File: src/hdl/tf_pkg.sv
package tf_pkg;

  // Fixed sizes of the key schedule.
  localparam int SUBKEY_COUNT = 40;
  localparam int SLOT_COUNT   = SUBKEY_COUNT / 2;
  localparam int ROUND_COUNT  = 16;

  // Field polynomials of the MDS and RS codes.
  localparam logic [8:0] MDS_POLY = 9'h169;
  localparam logic [8:0] RS_POLY  = 9'h14d;

  // Configuration register indexes.
  localparam logic [2:0] REG_KEY_0   = 3'd0;
  localparam logic [2:0] REG_KEY_1   = 3'd1;
  localparam logic [2:0] REG_KEY_2   = 3'd2;
  localparam logic [2:0] REG_KEY_3   = 3'd3;
  localparam logic [2:0] REG_KEY_LEN = 3'd4;
  localparam logic [2:0] REG_DIR     = 3'd5;

  localparam logic [5:0] KEY_LEN_MAX = 6'd32;

  // One 128-bit block as four 32-bit words.
  typedef logic [3:0][31:0] tf_blk_t;

  // Key-dependent material for the g function.
  typedef struct packed {
    logic [3:0][31:0] sbox;
    logic [2:0]       words;
  } tf_gkey_t;

  typedef enum logic [1:0] {
    SCHED_BUILD,
    SCHED_FLUSH,
    SCHED_READY
  } tf_sched_state_t;

  // Nibble tables of the q0 and q1 permutations.
  localparam logic [3:0] NIB [2][4][16] = '{
    '{'{4'h8,4'h1,4'h7,4'hD,4'h6,4'hF,4'h3,4'h2,4'h0,4'hB,4'h5,4'h9,4'hE,4'hC,4'hA,4'h4},
      '{4'hE,4'hC,4'hB,4'h8,4'h1,4'h2,4'h3,4'h5,4'hF,4'h4,4'hA,4'h6,4'h7,4'h0,4'h9,4'hD},
      '{4'hB,4'hA,4'h5,4'hE,4'h6,4'hD,4'h9,4'h0,4'hC,4'h8,4'hF,4'h3,4'h2,4'h4,4'h7,4'h1},
      '{4'hD,4'h7,4'hF,4'h4,4'h1,4'h2,4'h6,4'hE,4'h9,4'hB,4'h3,4'h0,4'h8,4'h5,4'hC,4'hA}},
    '{'{4'h2,4'h8,4'hB,4'hD,4'hF,4'h7,4'h6,4'hE,4'h3,4'h1,4'h9,4'h4,4'h0,4'hA,4'hC,4'h5},
      '{4'h1,4'hE,4'h2,4'hB,4'h4,4'hC,4'h3,4'h7,4'h6,4'hD,4'hA,4'h5,4'hF,4'h9,4'h0,4'h8},
      '{4'h4,4'hC,4'h7,4'h5,4'h1,4'h6,4'h9,4'hA,4'h0,4'hE,4'hD,4'h8,4'h2,4'hB,4'h3,4'hF},
      '{4'hB,4'h9,4'h5,4'h1,4'hC,4'h3,4'hD,4'hE,4'h6,4'h4,4'h7,4'hF,4'h2,4'h0,4'h8,4'hA}}};

  localparam logic [7:0] MDS_M [4][4] = '{
    '{8'h01,8'hEF,8'h5B,8'h5B}, '{8'h5B,8'hEF,8'hEF,8'h01},
    '{8'hEF,8'h5B,8'h01,8'hEF}, '{8'hEF,8'h01,8'hEF,8'h5B}};

  localparam logic [7:0] RS_M [4][8] = '{
    '{8'h01,8'hA4,8'h55,8'h87,8'h5A,8'h58,8'hDB,8'h9E},
    '{8'hA4,8'h56,8'h82,8'hF3,8'h1E,8'hC6,8'h68,8'hE5},
    '{8'h02,8'hA1,8'hFC,8'hC1,8'h47,8'hAE,8'h3D,8'h19},
    '{8'hA4,8'h55,8'h87,8'h5A,8'h58,8'hDB,8'h9E,8'h03}};

  function automatic logic [31:0] rotl(logic [31:0] x, int n);
    return (x << n) | (x >> (32 - n));
  endfunction

  // Byte permutation q0 or q1.
  function automatic logic [7:0] qperm(logic which, logic [7:0] x);
    logic [3:0] a, b, a1, b1;
    a  = x[7:4];
    b  = x[3:0];
    a1 = a ^ b;
    b1 = a ^ {b[0], b[3:1]} ^ {a[0], 3'b000};
    a  = NIB[which][0][a1];
    b  = NIB[which][1][b1];
    a1 = a ^ b;
    b1 = a ^ {b[0], b[3:1]} ^ {a[0], 3'b000};
    a  = NIB[which][2][a1];
    b  = NIB[which][3][b1];
    return {b, a};
  endfunction

  // Multiply in GF(2^8) under the given polynomial.
  function automatic logic [7:0] gf_mul(logic [7:0] a, logic [7:0] b, logic [8:0] poly);
    logic [7:0] r;
    logic [8:0] aa;
    r  = '0;
    aa = {1'b0, a};
    for (int i = 0; i < 8; i++) begin
      if (b[i]) r = r ^ aa[7:0];
      aa = {aa[7:0], 1'b0};
      if (aa[8]) aa = aa ^ poly;
    end
    return r;
  endfunction

  // The h function; l[0] is the outermost key word, k is 2, 3 or 4.
  function automatic logic [31:0] hfun(logic [31:0] x, logic [3:0][31:0] l, logic [2:0] k);
    logic [7:0] y [4];
    logic [7:0] s;
    logic [31:0] z;
    for (int i = 0; i < 4; i++) y[i] = x[8*i +: 8];
    if (k == 3'd4) begin
      y[0] = qperm(1'b1, y[0]) ^ l[3][7:0];
      y[1] = qperm(1'b0, y[1]) ^ l[3][15:8];
      y[2] = qperm(1'b0, y[2]) ^ l[3][23:16];
      y[3] = qperm(1'b1, y[3]) ^ l[3][31:24];
    end
    if (k >= 3'd3) begin
      y[0] = qperm(1'b1, y[0]) ^ l[2][7:0];
      y[1] = qperm(1'b1, y[1]) ^ l[2][15:8];
      y[2] = qperm(1'b0, y[2]) ^ l[2][23:16];
      y[3] = qperm(1'b0, y[3]) ^ l[2][31:24];
    end
    y[0] = qperm(1'b1, qperm(1'b0, qperm(1'b0, y[0]) ^ l[1][7:0]) ^ l[0][7:0]);
    y[1] = qperm(1'b0, qperm(1'b0, qperm(1'b1, y[1]) ^ l[1][15:8]) ^ l[0][15:8]);
    y[2] = qperm(1'b1, qperm(1'b1, qperm(1'b0, y[2]) ^ l[1][23:16]) ^ l[0][23:16]);
    y[3] = qperm(1'b0, qperm(1'b1, qperm(1'b1, y[3]) ^ l[1][31:24]) ^ l[0][31:24]);
    for (int i = 0; i < 4; i++) begin
      s = '0;
      for (int j = 0; j < 4; j++) s = s ^ gf_mul(y[j], MDS_M[i][j], MDS_POLY);
      z[8*i +: 8] = s;
    end
    return z;
  endfunction

  // Reed-Solomon word from eight key bytes.
  function automatic logic [31:0] rs_word(logic [63:0] kb);
    logic [7:0] v;
    logic [31:0] s;
    for (int r = 0; r < 4; r++) begin
      v = '0;
      for (int j = 0; j < 8; j++) v = v ^ gf_mul(kb[8*j +: 8], RS_M[r][j], RS_POLY);
      s[8*r +: 8] = v;
    end
    return s;
  endfunction

endpackage

File: src/hdl/tf_round_cell.sv
module tf_round_cell (
  input  logic             clk,
  input  logic             rst,
  input  logic             en,
  input  logic             dir,
  input  tf_pkg::tf_gkey_t gkey,
  input  logic [63:0]      round_key,
  input  logic             in_valid,
  input  tf_pkg::tf_blk_t  in_blk,
  output logic             out_valid,
  output tf_pkg::tf_blk_t  out_blk
);
  import tf_pkg::*;

  logic        a_valid;
  tf_blk_t     a_blk;
  logic [31:0] t0, t1, f0, f1, n0, n1;

  // First half: the two g evaluations.
  always_ff @(posedge clk) begin
    if (rst)     a_valid <= 1'b0;
    else if (en) a_valid <= in_valid;
  end

  always_ff @(posedge clk) begin
    if (en) begin
      a_blk <= in_blk;
      t0    <= hfun(in_blk[0], gkey.sbox, gkey.words);
      t1    <= hfun(rotl(in_blk[1], 8), gkey.sbox, gkey.words);
    end
  end

  // Second half: PHT with round keys and the Feistel mix.
  always_comb begin
    f0 = t0 + t1 + round_key[31:0];
    f1 = t0 + {t1[30:0], 1'b0} + round_key[63:32];
    if (dir) begin
      n0 = rotl(a_blk[2], 1) ^ f0;
      n1 = rotl(a_blk[3] ^ f1, 31);
    end else begin
      n0 = rotl(a_blk[2] ^ f0, 31);
      n1 = rotl(a_blk[3], 1) ^ f1;
    end
  end

  always_ff @(posedge clk) begin
    if (rst)     out_valid <= 1'b0;
    else if (en) out_valid <= a_valid;
  end

  always_ff @(posedge clk) begin
    if (en) out_blk <= {a_blk[1], a_blk[0], n1, n0};
  end

endmodule

File: config.mk
export PLATFORM = sky130hd
export DESIGN_NAME = tf_round_cell
export DESIGN_NICKNAME = d
export VERILOG_FILES = /design/src/hdl/tf_pkg.sv /design/src/hdl/tf_round_cell.sv
export SDC_FILE = /design/constraint.sdc
export NUM_CORES = 2
export LEC_CHECK = 0
export BUFFER_PORTS_ARGS = -buffer_cell sky130_fd_sc_hd__buf_2
export CAP_MARGIN = 40
export CORE_MARGIN = 8
export CORE_UTILIZATION = 65
export DETAILED_ROUTE_END_ITERATION = 6
export PLACE_DENSITY_LB_ADDON = 0.15
export RECOVER_POWER = 25
export SKIP_LAST_GASP = 1
export SYNTH_ARGS = -nofsm -noshare
export SYNTH_HDL_FRONTEND = slang
export SYNTH_SLANG_ARGS = --single-unit
File: constraint.sdc
create_clock -name clk -period 41.9 [get_ports clk]
set_input_delay 2.095 -clock clk [delete_from_list [all_inputs] [get_ports clk]]
set_output_delay 2.095 -clock clk [all_outputs]
set_load 0.05 [all_outputs]
== Yosys cells after proc, flatten, opt, wreduce, memory -nomap -nowiden ==
Memories as Yosys holds them, arrays and structs flattened.
Cells that the tools add are included.

* Register bits after elaboration: 322
* Memory bits (read-only): 10240
* Bits of input ports: 328
* Output and inout port bits: 129
* Word-level logic and storage cells: 1453
* Memories kept: 160

* Add/sub/neg operators: 4
* Magnitude comparators: 161
* Equal/unequal tests: 1
* Multiplexer cells: 522
* Bitwise logic cells: 593

{| class="wikitable"
|+ Memories
! name !! words !! bits a word !! read ports !! clocked after Yosys merged registers in !! write ports !! line !! RTL
|-
| (no name shown) || 16 || 4 || 1 || 0 || 0 || tf_pkg.sv:74 || <nowiki>b = NIB[which][3][b1];</nowiki>
|-
| (no name shown) || 16 || 4 || 1 || 0 || 0 || tf_pkg.sv:73 || <nowiki>a = NIB[which][2][a1];</nowiki>
|-
| (no name shown) || 16 || 4 || 1 || 0 || 0 || tf_pkg.sv:70 || <nowiki>b = NIB[which][1][b1];</nowiki>
|-
| (no name shown) || 16 || 4 || 1 || 0 || 0 || tf_pkg.sv:69 || <nowiki>a = NIB[which][0][a1];</nowiki>
|-
| (no name shown) || 16 || 4 || 1 || 0 || 0 || tf_pkg.sv:74 ||
|-
| (no name shown) || 16 || 4 || 1 || 0 || 0 || tf_pkg.sv:73 ||
|-
| +154 memories || - || - || - || - || - || - ||
|}

{| class="wikitable"
|+ Operators by type and width
! kind !! count
|-
| 4-bit 2-to-1 mux || 320
|-
| 8-bit 2-to-1 mux || 136
|-
| 8-bit XOR || 128
|-
| 4-bit XOR || 240
|-
| 5-bit greater-or-equal comparator, second input constant || 160
|-
| 4-bit inverter with 5-bit output || 160
|-
| 7-bit 2-to-1 mux || 56
|-
| 32-bit 2-to-1 mux || 10
|-
| 4-bit inverter || 56
|-
| 32-bit adder || 4
|-
| 32-bit XOR || 4
|-
| 32-bit by 1-bit OR with 32-bit output || 2
|-
| 32-bit by 31-bit OR with 32-bit output || 2
|-
| 32-bit by 8-bit OR with 32-bit output || 1
|-
| 3-bit equality test, second input constant || 1
|-
| 3-bit by 2-bit greater-or-equal comparator with 1-bit output, second input constant || 1
|}

== Logic depth before layout (Yosys ltp) ==
* Depth after elaboration: 95
* Depth in mapped cells: 74
* Gate-level depth less buffers: 72

== Worst setup path after synthesis ==
No wires, ideal clock.

* Kind: in2reg
* Start: input in_blk[63] (netlist bit)
* End: register t1[25], data pin
* Setup time: 0.263 ns
* Arrival: 16.704 ns
* Required time: 41.637 ns
* Slack: 24.933 ns
* Stages on the path: 62
* Path buffers: 2
* Cell sequence: xnor3_1 -> mux4_2 -> xor2_1 -> inv_1 -> ha_1 -> or4_1 -> o211ai_1 -> and3b_1 -> clkbuf_1 -> xnor2_1 -> ha_1 -> o211a_1 -> a211o_1 -> and2_1 -> buf_2 -> xnor2_2 -> ha_1 -> inv_1 -> [... 26 more ...] -> o21ai_0 -> mux2i_1 -> xnor2_1 -> xor2_1 -> inv_1 -> ha_1 -> or3b_1 -> o211ai_1 -> xor2_1 -> inv_1 -> ha_1 -> mux4_2 -> xnor2_4 -> xor2_2 -> xor2_1 -> xnor2_1 -> xnor2_1 -> xnor2_1

* Word-level cells in the longest chain between the ends: 89
* Elaborated cells between the ends (all ways): 153
* Classes of those cells: mux (65); bitwise (68); memory (20)

{| class="wikitable"
|+ Ends and longest elaborated chain
! element !! line !! RTL
|-
| start: declaration || tf_round_cell.sv:9 || <nowiki>input tf_pkg::tf_blk_t in_blk,</nowiki>
|-
| 32-bit by 8-bit OR with 32-bit output * || tf_pkg.sv:59 || <nowiki>return (x << n) | (x >> (32 - n));</nowiki>
|-
| 4-bit XOR (2 in a row) || tf_pkg.sv:68 || <nowiki>b1 = a ^ {b[0], b[3:1]} ^ {a[0], 3'b000};</nowiki>
|-
| 4-bit inverter with 5-bit output (implied by the code) || tf_pkg.sv:70 ||
|-
| memory 16 x 4 bit || - ||
|-
| 4-bit 2-to-1 mux (implied by the code) (2 in a row) || tf_pkg.sv:70 ||
|-
| 4-bit XOR (2 in a row) || tf_pkg.sv:72 || <nowiki>b1 = a ^ {b[0], b[3:1]} ^ {a[0], 3'b000};</nowiki>
|-
| 4-bit inverter with 5-bit output (implied by the code) || tf_pkg.sv:74 ||
|-
| memory 16 x 4 bit || - ||
|-
| [... 68 more ...] || - ||
|-
| 8-bit 2-to-1 mux || - ||
|-
| 8-bit XOR / 7-bit 2-to-1 mux (equally long branches) || - ||
|-
| 8-bit 2-to-1 mux || tf_round_cell.sv:26 || <nowiki>if (en) begin</nowiki>
|-
| 8-bit XOR / 7-bit 2-to-1 mux (equally long branches) || - ||
|-
| 8-bit 2-to-1 mux (on tied branches) || - ||
|-
| 8-bit XOR * || tf_pkg.sv:85 || <nowiki>if (b[i]) r = r ^ aa[7:0];</nowiki>
|-
| 8-bit 2-to-1 mux * || tf_round_cell.sv:26 ||
|-
| 8-bit XOR * (3 in a row) || tf_pkg.sv:116 || <nowiki>for (int j = 0; j < 4; j++) s = s ^ gf_mul(y[j], MDS_M[i][j], MDS_POLY);</nowiki>
|-
| end signal: assignment || tf_round_cell.sv:29 || <nowiki>t1 <= hfun(rotl(in_blk[1], 8), gkey.sbox, gkey.words);</nowiki>
|-
| end: declaration || tf_round_cell.sv:17 || <nowiki>logic [31:0] t0, t1, f0, f1, n0, n1;</nowiki>
|}

Every way passes the cells marked *; elsewhere a longest branch is shown, timed or not. The select of a mux whose other input is x is not followed.
A chain may end at the register's enable or synchronous reset.

== Final worst setup path ==
* Start: input in_blk[60] (netlist bit)
* End: register t1[25], data pin

The elaborated chain is that of the path after synthesis.

==> impl_metrics.py <==
metrics = {
    "placement": {
        "port_buffers": 456,
        "hpwl_mm": 140,
        "place_congestion": 0.977,
        "dpl.cell_count": 8760,
    },
    "cells_and_area": {
        "nets": 8401,
        "stdcell_count": 8878,
        "fillers": 7791,
        "layout_commonest_cell": "xnor2_1",
        "final_layout_size_suffix_gt1_share_pct": 17.0,
        "final_cell_mix": "794 x xnor2_1, 567 x ha_1, 427 x inv_1",
        "syn2layout_area_growth_pct": 7.10,
        "final_util_pct": 70.3,
    },
    "floorplan": {
        "die_x_um": 334,
        "core_area_um2": 100000,
        "ioPinCount": 457,
        "dieArea_um2": 112000,
        "start_util_pct": 65.6,
        "row_count": 116,
        "die_h_um": 334,
    },
    "setup_path": {
        "startpoint": "in_blk[60]",
        "cp-start-kind": "primary input",
        "required_ps": 42220,
        "slowest_stage": "or4_1",
        "arrival_ps": 19070,
        "worst-setup-path-type": "primary input to flip-flop",
        "cp_max_fo": 8,
        "max_stage_delay_ps": 600,
        "path_common_cell": "ha_1",
        "timing.rr.start": "t1[1]$_DFFE_PP_",
        "cp-end-kind": "flip-flop",
    },
    "sta": {
        "fin_crit_sh_pct": 44.7,
        "whs_ps": 407,
        "finalMaxSlewViolations": 0,
        "hold_viol": 0,
        "setup_tns_ps": 0,
        "worst_pin_slew_ps": 1080,
        "rsz0062_at_grt": "false",
        "fin_worst_skew_ps": 40.8,
        "period_minus_slack_ps": 18740,
        "setup_viol": 0,
        "relSlewSlack_pct": 28.3,
        "fmax_mhz": 53.3,
    },
    "clock_network": {
        "cts.clk_slew.worst_paths_ps": 80,
        "clock-sinks": 322,
        "cts_tree": "built",
        "cts.repair.resized": 0,
        "cts_root_buffer": "clkbuf_16",
        "clkLatencyLatePin_ps": 620,
        "ctsLongestPathBuffers": 3,
        "htreeDepth": 2,
        "cts_buffers": 38,
        "postCtsSetupBuffers": 0,
        "postCtsHoldBufs": 0,
    },
    "global_routing": {
        "overflow": 0,
        "grt_start_max_net_pins": 83,
        "track_usage_pct": 29.1,
        "grt_pass1_vias": 52800,
        "grt_pass1_wl_mm": 273,
        "grt_antenna_before_repair": 56,
    },
    "route": {
        "ant_nets": 0,
        "drc_errors": 0,
        "drtPass1Iterations": 6,
        "viasPerCell": 6.18,
        "drt-initial-drc-count": 4133,
        "via_count": 54900,
        "wl_per_cell_um": 19.2,
        "drt-total-wl_mm": 171,
    },
    "run": {
        "maxCapViolCount": 0,
    },
    "synthesis": {
        "synth_cells": 7063,
        "synth-adder-area-share_pct": 12.7,
        "synthArstFlopShare_pct": 0,
        "synth_top_flop_cell": "edfxtp_1",
        "synth_edf_count": 320,
        "synthMuxAreaShare_pct": 10.2,
        "avgSynthCellArea_um2": 9.32,
        "syn-num-nets": 8021,
        "synth_compound_area_share_pct": 19.4,
        "synth_cell_types": 188,
        "synth-seq-cells": 322,
        "synth-simple-area-share_pct": 13.9,
        "seq_area_frac_synth_pct": 14.7,
        "yosys_warnings": 0,
        "synthXorXnorAreaFrac_pct": 25.1,
        "synthesis.area_um2": 65800,
        "synth_top_family_by_area": "XOR/XNOR gates",
    },
    "worst_hold_path": {
        "min_path_type": "flip-flop to flip-flop",
        "min_from": "a_blk[34]$_DFFE_PP_",
    },
    "status": {
        "status": "finished clean",
    },
}
==> cell families after synthesis <==
logic type / count (synthesis)
compound gates: 1684
xor+xnor: 1519
fa+ha+maj: 633
buf+inv: 618
flops: 322
mux: 559
simple gates: 1728
==> worst max-delay path: cells and delay by family <==
kind                     cells  cell delay, ps
multiplexers                 2            1080
XOR/XNOR                    16            5260
AND/OR/NAND/NOR             11            3340
AO/OA/AOI/OAI               11            2440
adder cells (fa/ha/maj)     10            2960
buffers and inverters       12            1880
==> area by class of cell <==
cell class / instances / area (um2) / share of cell area (%)
Sequential cell: 322 / 9650 / 13.7
Clock buffer: 40 / 958 / 1.36
Clock inverter: 30 / 340 / 0.483
Inverter: 479 / 1800 / 2.56
Multi-Input combinational cell: 6123 / 53500 / 75.9
Tap cell: 1357 / 1700 / 2.41
Antenna cell: 48 / 120 / 0.170
Timing Repair Buffer: 479 / 2400 / 3.40
==> through the flow <==
| step | cell area (um2) | worst slack (ps) |
|---|---|---|
| 2_1_floorplan | 65800 | 24930 |
| 3_3_place_gp | 69100 | 23340 |
| 3_5_place_dp | 69200 | 22840 |
| 4_1_cts | 70500 | 23420 |
| 5_1_grt | 70500 | 21920 |
| 6_report | 70500 | 23160 |
==> cell usage after synthesis, types with 59 or more instances <==
library cell	count	area share (%)
xnor2_2	117	2.9
nand2b_1	64	0.61
fa_1	63	1.9
xnor3_1	69	2.4
and2_1	61	0.58
o211ai_1	104	1.2
and3_1	83	0.79
or3_1	60	0.57
edfxtp_1	320	15
mux2_2	91	1.6
inv_1	427	2.4
xor2_1	420	5.6
ha_1	567	11
xor2_2	68	1.7
clkbuf_1	59	0.34
a31oi_1	63	0.60
mux2i_1	353	5.4
nand2_1	346	2.0
xnor2_1	794	11
nor3_1	205	1.6
o21ai_0	233	1.8
nand3_1	149	1.1
a21oi_1	324	2.5
a211oi_1	71	0.81
nor2_1	364	2.1
==> metal layers <==
metal | global-route usage, % | share of wire (%) | up-vias
li1 | - | - | 26600
met1 | 37.2 | 42 | 26400
met2 | 50.9 | 49 | 1602
met3 | 4.38 | 6.9 | 286
met4 | 8.35 | 2.8 | 16
met5 | 0 | 0.054 | -
==> worst paths after layout <==
| check | to | slack [ps] | cells past startpoint |
|---|---|---|---|
| min | out_blk[98]$_DFFE_PP_ | 410 | 0 |
| min reg2reg | out_blk[98]$_DFFE_PP_ | 410 | 0 |
| max reg2reg | out_blk[31]$_DFFE_PP_ | 34350 | 36 |
| max | t1[25]$_DFFE_PP_ | 23160 | 62 |
==> sequential cells by signal, summed over array words and instances (netlist names) <==
| register | cells |
|---|---|
| a_blk | 128 |
| a_valid | 1 |
| out_blk | 128 |
| out_valid | 1 |
| t0 | 32 |
| t1 | 32 |
Power is left out: the tool's default activity adds up to more than one toggle a clock period on the data nets, which glitch-free logic cannot reach.
